### src/rtl/decaying_bucket_histogram_unit_macros.svh
// Assertion macros shared by the histogram RTL.
`ifndef DECAYING_BUCKET_HISTOGRAM_UNIT_MACROS_SVH
`define DECAYING_BUCKET_HISTOGRAM_UNIT_MACROS_SVH
`ifndef ASSERT_OFF
// Checked property with reset disable.
`define DBH_ASSERT(lbl, clk, rst, prop, msg) \
   lbl: assert property (@(posedge clk) disable iff (rst) (prop)) else $error(msg);
// Checked property that also holds while reset is active.
`define DBH_ASSERT_ALWAYS(lbl, clk, prop, msg) \
   lbl: assert property (@(posedge clk) (prop)) else $error(msg);
`else
`define DBH_ASSERT(lbl, clk, rst, prop, msg)
`define DBH_ASSERT_ALWAYS(lbl, clk, prop, msg)
`endif
`endif

### src/rtl/dbh_pkg.sv
package dbh_pkg;

   localparam int DEF_NUM_BUCKETS = 16;
   localparam int DEF_WEIGHT_BITS = 32;
   localparam int VOTE_BITS       = 16;
   localparam logic [15:0] ALPHA_RESET = 16'd66;
   localparam logic [VOTE_BITS-1:0] VOTE_MAX = '1;

   localparam logic KIND_STORE = 1'b0;
   localparam logic KIND_INFER = 1'b1;

   typedef enum logic [3:0] {
      ST_IDLE,
      ST_POW_MUL,
      ST_POW_SQR,
      ST_SC_RD,
      ST_SC_LO,
      ST_SC_HI,
      ST_SUM_RD,
      ST_SUM_ACC,
      ST_VOTE_RD,
      ST_VOTE_GO,
      ST_VOTE_DIV,
      ST_VOTE_OUT
   } state_type;

endpackage

### src/rtl/dbh_divider.sv
module dbh_divider #(
   parameter int TW = 38
) (
   input  logic                          clock,
   input  logic                          reset,
   input  logic                          start,
   input  logic [TW-1:0]                 dividend,
   input  logic [TW-1:0]                 divisor,
   output logic                          done,
   output logic [dbh_pkg::VOTE_BITS-1:0] quotient
);
   import dbh_pkg::*;

   localparam int CW = $clog2(VOTE_BITS + 1);

   logic              busy_ff, busy_in;
   logic              done_ff, done_in;
   logic              sat_ff, sat_in;
   logic [CW-1:0]     cnt_ff, cnt_in;
   logic [TW-1:0]     rem_ff, rem_in;
   logic [TW-1:0]     div_ff, div_in;
   logic [VOTE_BITS-1:0] quo_ff, quo_in;
   logic [TW:0]       shifted;

   always_comb begin
      busy_in = busy_ff;
      done_in = 1'b0;
      sat_in  = sat_ff;
      cnt_in  = cnt_ff;
      rem_in  = rem_ff;
      div_in  = div_ff;
      quo_in  = quo_ff;
      shifted = {rem_ff, 1'b0};
      if (start) begin
         // The dividend never exceeds the divisor, so only equality overflows.
         sat_in  = (dividend >= divisor);
         rem_in  = (dividend >= divisor) ? '0 : dividend;
         div_in  = divisor;
         quo_in  = '0;
         cnt_in  = CW'(VOTE_BITS);
         busy_in = 1'b1;
      end else if (busy_ff) begin
         if (shifted >= {1'b0, div_ff}) begin
            rem_in = TW'(shifted - {1'b0, div_ff});
            quo_in = {quo_ff[VOTE_BITS-2:0], 1'b1};
         end else begin
            rem_in = shifted[TW-1:0];
            quo_in = {quo_ff[VOTE_BITS-2:0], 1'b0};
         end
         cnt_in = cnt_ff - 1'b1;
         if (cnt_ff == CW'(1)) begin
            busy_in = 1'b0;
            done_in = 1'b1;
         end
      end
   end

   always_ff @(posedge clock) begin
      if (reset) begin
         busy_ff <= 1'b0;
         done_ff <= 1'b0;
      end else begin
         busy_ff <= busy_in;
         done_ff <= done_in;
      end
      sat_ff <= sat_in;
      cnt_ff <= cnt_in;
      rem_ff <= rem_in;
      div_ff <= div_in;
      quo_ff <= quo_in;
   end

   assign done     = done_ff;
   assign quotient = sat_ff ? VOTE_MAX : quo_ff;

`include "decaying_bucket_histogram_unit_macros.svh"
   `DBH_ASSERT(a_no_restart, clock, reset, start |-> !busy_ff, "divider restarted while busy")
   `DBH_ASSERT(a_done_pulse, clock, reset, done_ff |=> !done_ff, "divider done held")
   `DBH_ASSERT(a_done_idle, clock, reset, done_ff |-> !busy_ff, "divider done while busy")

endmodule

### src/rtl/decaying_bucket_histogram_unit.sv
// Channel  Dir  Handshake             Payload
// req      in   req_tvalid/tready     tuser kind, tdata iteration and bucket
// rsp      out  rsp_tvalid/tready     tdata vote_bucket and vote, tlast
// csr      in   csr_wr_en             alpha
// A store runs the power steps (skipped when alpha is zero), then a scale pass
// over every bucket, all on one shared 32x32 multiplier.
// An infer sums every bucket for the total, then forms each vote on the serial
// divider (skipped when the total is zero), and waits out any rsp stalls.
// Reset is synchronous; weights read as zero until first written.
// req_tready is high only while no item is in work.
module decaying_bucket_histogram_unit #(
   parameter int NUM_BUCKETS = dbh_pkg::DEF_NUM_BUCKETS,
   parameter int WEIGHT_BITS = dbh_pkg::DEF_WEIGHT_BITS
) (
   input  logic        clock,
   input  logic        reset,
   input  logic        req_tvalid,
   output logic        req_tready,
   input  logic [39:0] req_tdata,   // iteration[31:0], bucket[35:32], zero fill
   input  logic        req_tuser,   // kind
   output logic        rsp_tvalid,
   input  logic        rsp_tready,
   output logic [23:0] rsp_tdata,   // vote_bucket[3:0], vote[19:4], zero fill
   output logic        rsp_tlast,   // last
   input  logic        csr_wr_en,
   input  logic [15:0] csr_wr_data  // alpha
);
   import dbh_pkg::*;

   localparam int WB   = WEIGHT_BITS;
   localparam int WX   = WB + 1;
   localparam int IDXW = (NUM_BUCKETS > 1) ? $clog2(NUM_BUCKETS) : 1;
   localparam int TW   = WB + IDXW;
   localparam int VC   = (NUM_BUCKETS < 16) ? NUM_BUCKETS : 16;

   state_type state_ff, state_in;

   logic [15:0]     alpha_ff;
   logic            started_ff, started_in;
   logic [31:0]     last_iter_ff, last_iter_in;
   logic [31:0]     elapsed_ff, elapsed_in;
   logic            hit_ff, hit_in;
   logic [3:0]      bucket_ff, bucket_in;
   logic [4:0]      step_ff, step_in;
   logic [31:0]     base_ff, base_in;
   logic [31:0]     acc_ff, acc_in;
   logic            acc_one_ff, acc_one_in;
   logic [IDXW-1:0] idx_ff, idx_in;
   logic [31:0]     part_ff, part_in;
   logic [WB-1:0]   wcur_ff, wcur_in;
   logic [TW-1:0]   total_ff, total_in;

   logic            rsp_valid_ff, rsp_valid_in;
   logic [15:0]     rsp_vote_ff, rsp_vote_in;
   logic [3:0]      rsp_bucket_ff, rsp_bucket_in;
   logic            rsp_last_ff, rsp_last_in;

   logic [WB-1:0]   mem [NUM_BUCKETS];
   logic            valid_ff [NUM_BUCKETS];
   logic [WB-1:0]   rd_data_ff;
   logic            rd_vld_ff;
   logic            wr_en;
   logic [WB-1:0]   wr_data;

   logic [31:0]     mul_a, mul_b;
   logic [63:0]     mul_p;
   logic [WB-1:0]   rd_word;
   logic [63:0]     rd_ext, scaled;
   logic [WB-1:0]   decayed;
   logic [WX-1:0]   add_sum;
   logic [31:0]     req_iter;
   logic [3:0]      req_bucket;
   logic            div_start, div_done;
   logic [15:0]     div_quo;
   logic            last_bucket, last_vote;

   assign req_iter    = req_tdata[31:0];
   assign req_bucket  = req_tdata[35:32];
   assign rd_word     = rd_vld_ff ? rd_data_ff : '0;
   assign rd_ext      = 64'(rd_word);
   assign mul_p       = 64'(mul_a) * 64'(mul_b);
   assign last_bucket = (idx_ff == IDXW'(NUM_BUCKETS - 1));
   assign last_vote   = (idx_ff == IDXW'(VC - 1));

   always_comb begin
      unique case (state_ff)
         ST_POW_MUL: begin mul_a = acc_ff;            mul_b = base_ff; end
         ST_POW_SQR: begin mul_a = base_ff;           mul_b = base_ff; end
         ST_SC_LO:   begin mul_a = rd_ext[31:0];      mul_b = acc_ff;  end
         ST_SC_HI:   begin mul_a = 32'(wcur_ff >> 32); mul_b = acc_ff; end
         default:    begin mul_a = '0;                mul_b = '0;      end
      endcase
   end

   assign scaled  = mul_p + 64'(part_ff);
   assign decayed = acc_one_ff ? wcur_ff : scaled[WB-1:0];
   assign add_sum = WX'(decayed) + (hit_ff && (7'(idx_ff) == 7'(bucket_ff)) ?
                    (WX'(alpha_ff) << (WB - 16)) : WX'(0));

   always_comb begin
      state_in      = state_ff;
      started_in    = started_ff;
      last_iter_in  = last_iter_ff;
      elapsed_in    = elapsed_ff;
      hit_in        = hit_ff;
      bucket_in     = bucket_ff;
      step_in       = step_ff;
      base_in       = base_ff;
      acc_in        = acc_ff;
      acc_one_in    = acc_one_ff;
      idx_in        = idx_ff;
      part_in       = part_ff;
      wcur_in       = wcur_ff;
      total_in      = total_ff;
      rsp_valid_in  = rsp_valid_ff;
      rsp_vote_in   = rsp_vote_ff;
      rsp_bucket_in = rsp_bucket_ff;
      rsp_last_in   = rsp_last_ff;
      wr_en         = 1'b0;
      wr_data       = add_sum[WB] ? '1 : add_sum[WB-1:0];
      div_start     = 1'b0;
      req_tready    = 1'b0;

      unique case (state_ff)
         ST_IDLE: begin
            req_tready = 1'b1;
            idx_in     = '0;
            if (req_tvalid) begin
               if (req_tuser == KIND_STORE) begin
                  elapsed_in = '0;
                  if (!started_ff) begin
                     started_in   = 1'b1;
                     last_iter_in = req_iter;
                  end else if (req_iter >= last_iter_ff) begin
                     elapsed_in   = req_iter - last_iter_ff;
                     last_iter_in = req_iter;
                  end
                  hit_in     = (7'(req_bucket) < 7'(NUM_BUCKETS));
                  bucket_in  = req_bucket;
                  base_in    = 32'(33'h1_0000_0000 - {1'b0, alpha_ff, 16'h0});
                  acc_one_in = 1'b1;
                  acc_in     = '0;
                  step_in    = '0;
                  // With alpha zero the factor is exactly one.
                  state_in   = (alpha_ff == '0) ? ST_SC_RD : ST_POW_MUL;
               end else begin
                  total_in = '0;
                  state_in = ST_SUM_RD;
               end
            end
         end
         ST_POW_MUL: begin
            if (elapsed_ff[step_ff]) begin
               if (acc_one_ff) begin
                  acc_in     = base_ff;
                  acc_one_in = 1'b0;
               end else begin
                  acc_in = mul_p[63:32];
               end
            end
            state_in = ST_POW_SQR;
         end
         ST_POW_SQR: begin
            base_in  = mul_p[63:32];
            step_in  = step_ff + 1'b1;
            state_in = (step_ff == 5'd31) ? ST_SC_RD : ST_POW_MUL;
         end
         ST_SC_RD: begin
            state_in = ST_SC_LO;
         end
         ST_SC_LO: begin
            part_in  = mul_p[63:32];
            wcur_in  = rd_word;
            state_in = ST_SC_HI;
         end
         ST_SC_HI: begin
            wr_en = 1'b1;
            if (last_bucket) begin
               state_in = ST_IDLE;
            end else begin
               idx_in   = idx_ff + 1'b1;
               state_in = ST_SC_RD;
            end
         end
         ST_SUM_RD: begin
            state_in = ST_SUM_ACC;
         end
         ST_SUM_ACC: begin
            total_in = total_ff + TW'(rd_word);
            if (last_bucket) begin
               idx_in = '0;
            end else begin
               idx_in = idx_ff + 1'b1;
            end
            state_in = last_bucket ? ST_VOTE_RD : ST_SUM_RD;
         end
         ST_VOTE_RD: begin
            state_in = ST_VOTE_GO;
         end
         ST_VOTE_GO: begin
            rsp_bucket_in = 4'(idx_ff);
            rsp_last_in   = last_vote;
            if (total_ff == '0) begin
               rsp_vote_in  = '0;
               rsp_valid_in = 1'b1;
               state_in     = ST_VOTE_OUT;
            end else begin
               div_start = 1'b1;
               state_in  = ST_VOTE_DIV;
            end
         end
         ST_VOTE_DIV: begin
            if (div_done) begin
               rsp_vote_in  = div_quo;
               rsp_valid_in = 1'b1;
               state_in     = ST_VOTE_OUT;
            end
         end
         ST_VOTE_OUT: begin
            if (rsp_tready) begin
               rsp_valid_in = 1'b0;
               if (last_vote) begin
                  state_in = ST_IDLE;
               end else begin
                  idx_in   = idx_ff + 1'b1;
                  state_in = ST_VOTE_RD;
               end
            end
         end
         default: begin
            state_in = ST_IDLE;
         end
      endcase
   end

   always_ff @(posedge clock) begin
      if (reset) begin
         state_ff     <= ST_IDLE;
         alpha_ff     <= ALPHA_RESET;
         started_ff   <= 1'b0;
         last_iter_ff <= '0;
         rsp_valid_ff <= 1'b0;
         idx_ff       <= '0;
      end else begin
         state_ff     <= state_in;
         started_ff   <= started_in;
         last_iter_ff <= last_iter_in;
         rsp_valid_ff <= rsp_valid_in;
         idx_ff       <= idx_in;
         if (csr_wr_en) begin
            alpha_ff <= csr_wr_data;
         end
      end
      elapsed_ff    <= elapsed_in;
      hit_ff        <= hit_in;
      bucket_ff     <= bucket_in;
      step_ff       <= step_in;
      base_ff       <= base_in;
      acc_ff        <= acc_in;
      acc_one_ff    <= acc_one_in;
      part_ff       <= part_in;
      wcur_ff       <= wcur_in;
      total_ff      <= total_in;
      rsp_vote_ff   <= rsp_vote_in;
      rsp_bucket_ff <= rsp_bucket_in;
      rsp_last_ff   <= rsp_last_in;
   end

   // Weight store with one valid bit per entry; unwritten entries read as zero.
   always_ff @(posedge clock) begin
      if (wr_en) begin
         mem[idx_ff] <= wr_data;
      end
      rd_data_ff <= mem[idx_ff];
   end

   always_ff @(posedge clock) begin
      if (reset) begin
         for (int i = 0; i < NUM_BUCKETS; i++) begin
            valid_ff[i] <= 1'b0;
         end
         rd_vld_ff <= 1'b0;
      end else begin
         if (wr_en) begin
            valid_ff[idx_ff] <= 1'b1;
         end
         rd_vld_ff <= valid_ff[idx_ff];
      end
   end

   dbh_divider #(
      .TW(TW)
   ) u_div (
      .clock    (clock),
      .reset    (reset),
      .start    (div_start),
      .dividend (TW'(rd_word)),
      .divisor  (total_ff),
      .done     (div_done),
      .quotient (div_quo)
   );

   assign rsp_tvalid = rsp_valid_ff;
   assign rsp_tdata  = {4'h0, rsp_vote_ff, rsp_bucket_ff};
   assign rsp_tlast  = rsp_last_ff;

`include "decaying_bucket_histogram_unit_macros.svh"
   `DBH_ASSERT(a_no_accept_busy, clock, reset, rsp_tvalid |-> !req_tready,
      "input accepted while a vote is pending")
   `DBH_ASSERT(a_last_bucket, clock, reset,
      (rsp_tvalid && rsp_tlast) |-> (rsp_bucket_ff == 4'(VC - 1)),
      "last marker on wrong bucket")
   `DBH_ASSERT(a_store_busy, clock, reset, (req_tvalid && req_tready) |=> !req_tready,
      "ready stayed high after a transfer")
   `DBH_ASSERT_ALWAYS(a_reset_idle, clock, $past(reset) |-> (!rsp_tvalid),
      "vote pending right after reset")

endmodule

### config.mk
export PLATFORM = sky130hd
export DESIGN_NAME = decaying_bucket_histogram_unit
export DESIGN_NICKNAME = d
export VERILOG_FILES = /design/src/rtl/dbh_pkg.sv /design/src/rtl/dbh_divider.sv /design/src/rtl/decaying_bucket_histogram_unit.sv
export VERILOG_INCLUDE_DIRS = /design/src /design/src/rtl
export SDC_FILE = /design/constraint.sdc
export NUM_CORES = 2
export LEC_CHECK = 0
export BUFFER_PORTS_ARGS = -buffer_cell sky130_fd_sc_hd__buf_2
export CAP_MARGIN = 10
export CORE_MARGIN = 2
export CORE_UTILIZATION = 32
export DETAILED_ROUTE_END_ITERATION = 16
export GPL_ROUTABILITY_DRIVEN = 0
export HOLD_SLACK_MARGIN = 0.08
export PLACE_DENSITY = 0.55
export SYNTH_ARGS = -nofsm -noshare
export SYNTH_HDL_FRONTEND = slang
export SYNTH_SLANG_ARGS = --single-unit
### constraint.sdc
create_clock -name clock -period 15.2 [get_ports clock]
set_input_delay 3.04 -clock clock [delete_from_list [all_inputs] [get_ports clock]]
set_output_delay 3.04 -clock clock [all_outputs]
set_load 0.02 [all_outputs]
==> flow_summary.toml <==
[worst_setup_path]
reg2reg_from = "state_ff[3]"
rrSetupSlack_ns = 1.28
slowest_delay_ns = 0.68
cp_max_fo = 32
endpoint = "mem[8][2]"
reg2reg_to = "mem[8][2]"
crit_path_start_kind = "register"
cp_common_cell = "fa_1"
startpoint = "state_ff[3]"
crit_type = "reg -> reg"
required_ns = 15.48
rr_worst_depth = 45
cp.arrival_ns = 14.20
slowest_stage = "dfxtp_1"
end_kind = "register"

[clock_network]
path_clk_slew_ns = 0.06
cts.htree.levels = 3
postCtsSetupBuffers = 0
clock_latency_ns = 0.70
cts_made_buffers = 92
cts_resized = 0
cts_tree = "yes"
cts.sinks = 942
clockBufferDepth = 3
ctsHoldBuffers = 0
root_buffer = "clkbuf_16"

[floorplanning]
fp.dieW_um = 495
dieArea_um2 = 245000
fp.dieH_um = 495
start_util_pct = 32.1
core_um2 = 240000
num_rows = 180
ios = 89

[final_layout]
mostFrequentLayoutCell = "inv_1"
final_nets = 8559
final_area_um2 = 85200
drive_above_1_share_pct = 9.47
multi_input_area_um2 = 45300
fin_util_pct = 35.4
final_cell_mix = "1081 x inv_1, 904 x nand2_1, 901 x fa_1"
n_fill_cell = 23700
area_growth_pct = 10.3
fin_cells = 10400
seq_area_um2 = 27000

[global_routing]
grt_first_pass_wirelength_um = 350000
grt_overflow_total = 0
grt_max_degree = 68
antenna_found_initial = 22
first_global_vias = 55200
grtUsageTotal_pct = 19.0

[timing]
relSlewSlack_pct = 16.6
hold_viol_final = 0
slew_viol_final = 0
tightest_slew_ns = 1.25
skew_ns = 0.0612
rsz0062_at_grt = "no"
fin_crit_sh_pct = 91.6
fin_setup_tns_ns = 0
setup_violations = 0
post-route-min-period_ns = 13.92
fmax_mhz = 71.8

[power_and_ir_drop]
switching_share_pct = 48.7
comb_power_share_pct = 61.3
p_int_mw = 8.23
power_switching_mw = 7.79
seqPwrFrac_pct = 24.0
powerDensity_nw_per_um2 = 188
vdd_ir_drop_max_uv = 207
pwr-share-clk_pct = 14.6
power_leakage_nw = 34.9

[drt]
vias = 53200
first_pass_iters = 6
ant_nets = 0
detail_route.vias_per_cell = 5.12
wl_um = 231000
drcViolationCount = 0
wl_per_cell_um = 22.2
drt_iter0_drc = 4429

[synthesis]
synth.area.mux_share_pct = 6.56
synth_compound_area_share_pct = 7.46
synth-xor-area-share_pct = 2.45
yosys_warnings = 0
ys_ff_latch = 942
ys.flop_type = "edfxtp_1"
netlist_area_um2 = 77200
synthArstFlopShare_pct = 0
synth_enable_flop_cells = 812
syn-mean-instance-area_um2 = 10.9
synth_fa_ha_area_share_pct = 30.8
ys_types = 89
synth_top_family_by_area = "adder cells"
yosysSeqAreaShare_pct = 35.0
synth_cells = 7108
yosys.area_share.simple_pct = 10.8

[place]
dp_cells = 10200
placed_area_um2 = 82000
dp.final_hpwl_um = 174000
port_buffers = 80

[outcome]
status = "completed"

[run]
maxCapViolations = 0

[worst_hold_path]
worstHoldPathType = "reg -> reg"
==> state kept, by name, summed over array words and instances (netlist names), 32 cells and up <==
name,cells
part_ff,32
rd_data_ff,32
elapsed_ff,32
u_div.rem_ff,36
base_ff,32
acc_ff,32
mem,512
u_div.div_ff,36
last_iter_ff,32
wcur_ff,32
total_ff,36
==> logic make-up after synthesis <==
group	count (synthesis)
xor+xnor	213
buf+inv	1406
fa+ha+maj	1360
mux	287
other cells	1
simple gates	2008
flops	942
compound gates	891
==> how the worst min path moves through the flow <==
stage / start / end / slack [ns] / cells after the start
after floorplan: idx_ff[2] / rsp_bucket_ff[2] / 0.41 / 0
after global placement: valid_ff[3] / valid_ff[3] / 0.45 / 1
after detailed placement: valid_ff[1] / valid_ff[1] / 0.45 / 1
after CTS: valid_ff[1] / valid_ff[1] / 0.47 / 1
after global routing: valid_ff[2] / valid_ff[2] / 0.49 / 1
final: valid_ff[1] / valid_ff[1] / 0.47 / 1
==> per-layer routing <==
layer / up-vias / GRT usage, % / part of all wire (%)
met5: - / 0 / 0.050
met4: 16 / 6.40 / 3.6
met3: 315 / 2.69 / 6.9
met2: 1824 / 31.8 / 48
met1: 27500 / 25.2 / 41
li1: 23500 / - / -
==> cells in the mapped netlist (24+ instances only) <==
master	instances	area, µm²
nor2_1	746	2800
o21bai_1	31	233
and3_1	24	150
a31oi_1	28	175
a22oi_1	63	473
edfxtp_1	812	24400
dfxtp_1	130	2600
fa_1	901	18000
a22o_1	32	280
a21oi_1	248	1240
a21o_1	98	736
xnor2_1	124	1090
ha_1	459	5740
and2_1	54	338
buf_1	28	105
xor2_1	86	753
o21ai_0	159	796
nor3_1	60	300
nand4_1	28	175
nand2_1	905	3400
nand3_1	47	235
o21a_1	30	225
nor2b_1	37	231
clkbuf_1	269	1010
mux2i_1	112	1120
inv_1	1080	4050
o21ai_1	31	155
nand2b_1	40	250
mux4_2	175	3940
==> critical path, delay by kind of cell (launching register included) <==
family                     cells  cell delay, ns
AOI/OAI and AO/OA             17            5.19
xor gates and xnor gates       2            0.41
adders and majority gates     11            4.69
buffers and inverters          6            1.21
DFF                            1            0.68
and+or+nand+nor                9            1.30
==> stage by stage <==
| step | power, mW | setup slack [ns] | hold WS, ns |
|---|---|---|---|
| global route | 17.0 | 0.582 | 0.489 |
| CTS | 16.0 | 1.28 | 0.469 |
| detailed placement | 13.6 | 1.36 | 0.454 |
| floorplan | 9.98 | 1.98 | 0.406 |
| finish | 16.0 | 1.28 | 0.468 |
| global placement | 13.4 | 1.56 | 0.446 |
==> final cells by class <==
| class | count | area share, % |
|---|---|---|
| Antenna cell | 1 | 0.00294 |
| Clock buffer | 115 | 2.94 |
| Clock inverter | 58 | 0.704 |
| Inverter | 1084 | 4.78 |
| Multi-Input combinational cell | 4763 | 53.2 |
| Sequential cell | 942 | 31.7 |
| Tap cell | 3185 | 4.68 |
| Timing Repair Buffer | 254 | 2.02 |
==> power groups by stage <==
stage / combinational (mW) / sequential, mW / clock (mW)
3_5_place_dp: 9.66 / 3.91 / 0
5_1_grt: 10.7 / 3.87 / 2.49
6_report: 9.83 / 3.85 / 2.35
3_3_place_gp: 9.55 / 3.90 / 0
4_1_cts: 9.76 / 3.85 / 2.39
2_1_floorplan: 6.16 / 3.81 / 0
(Power assumes the default switching activity.)
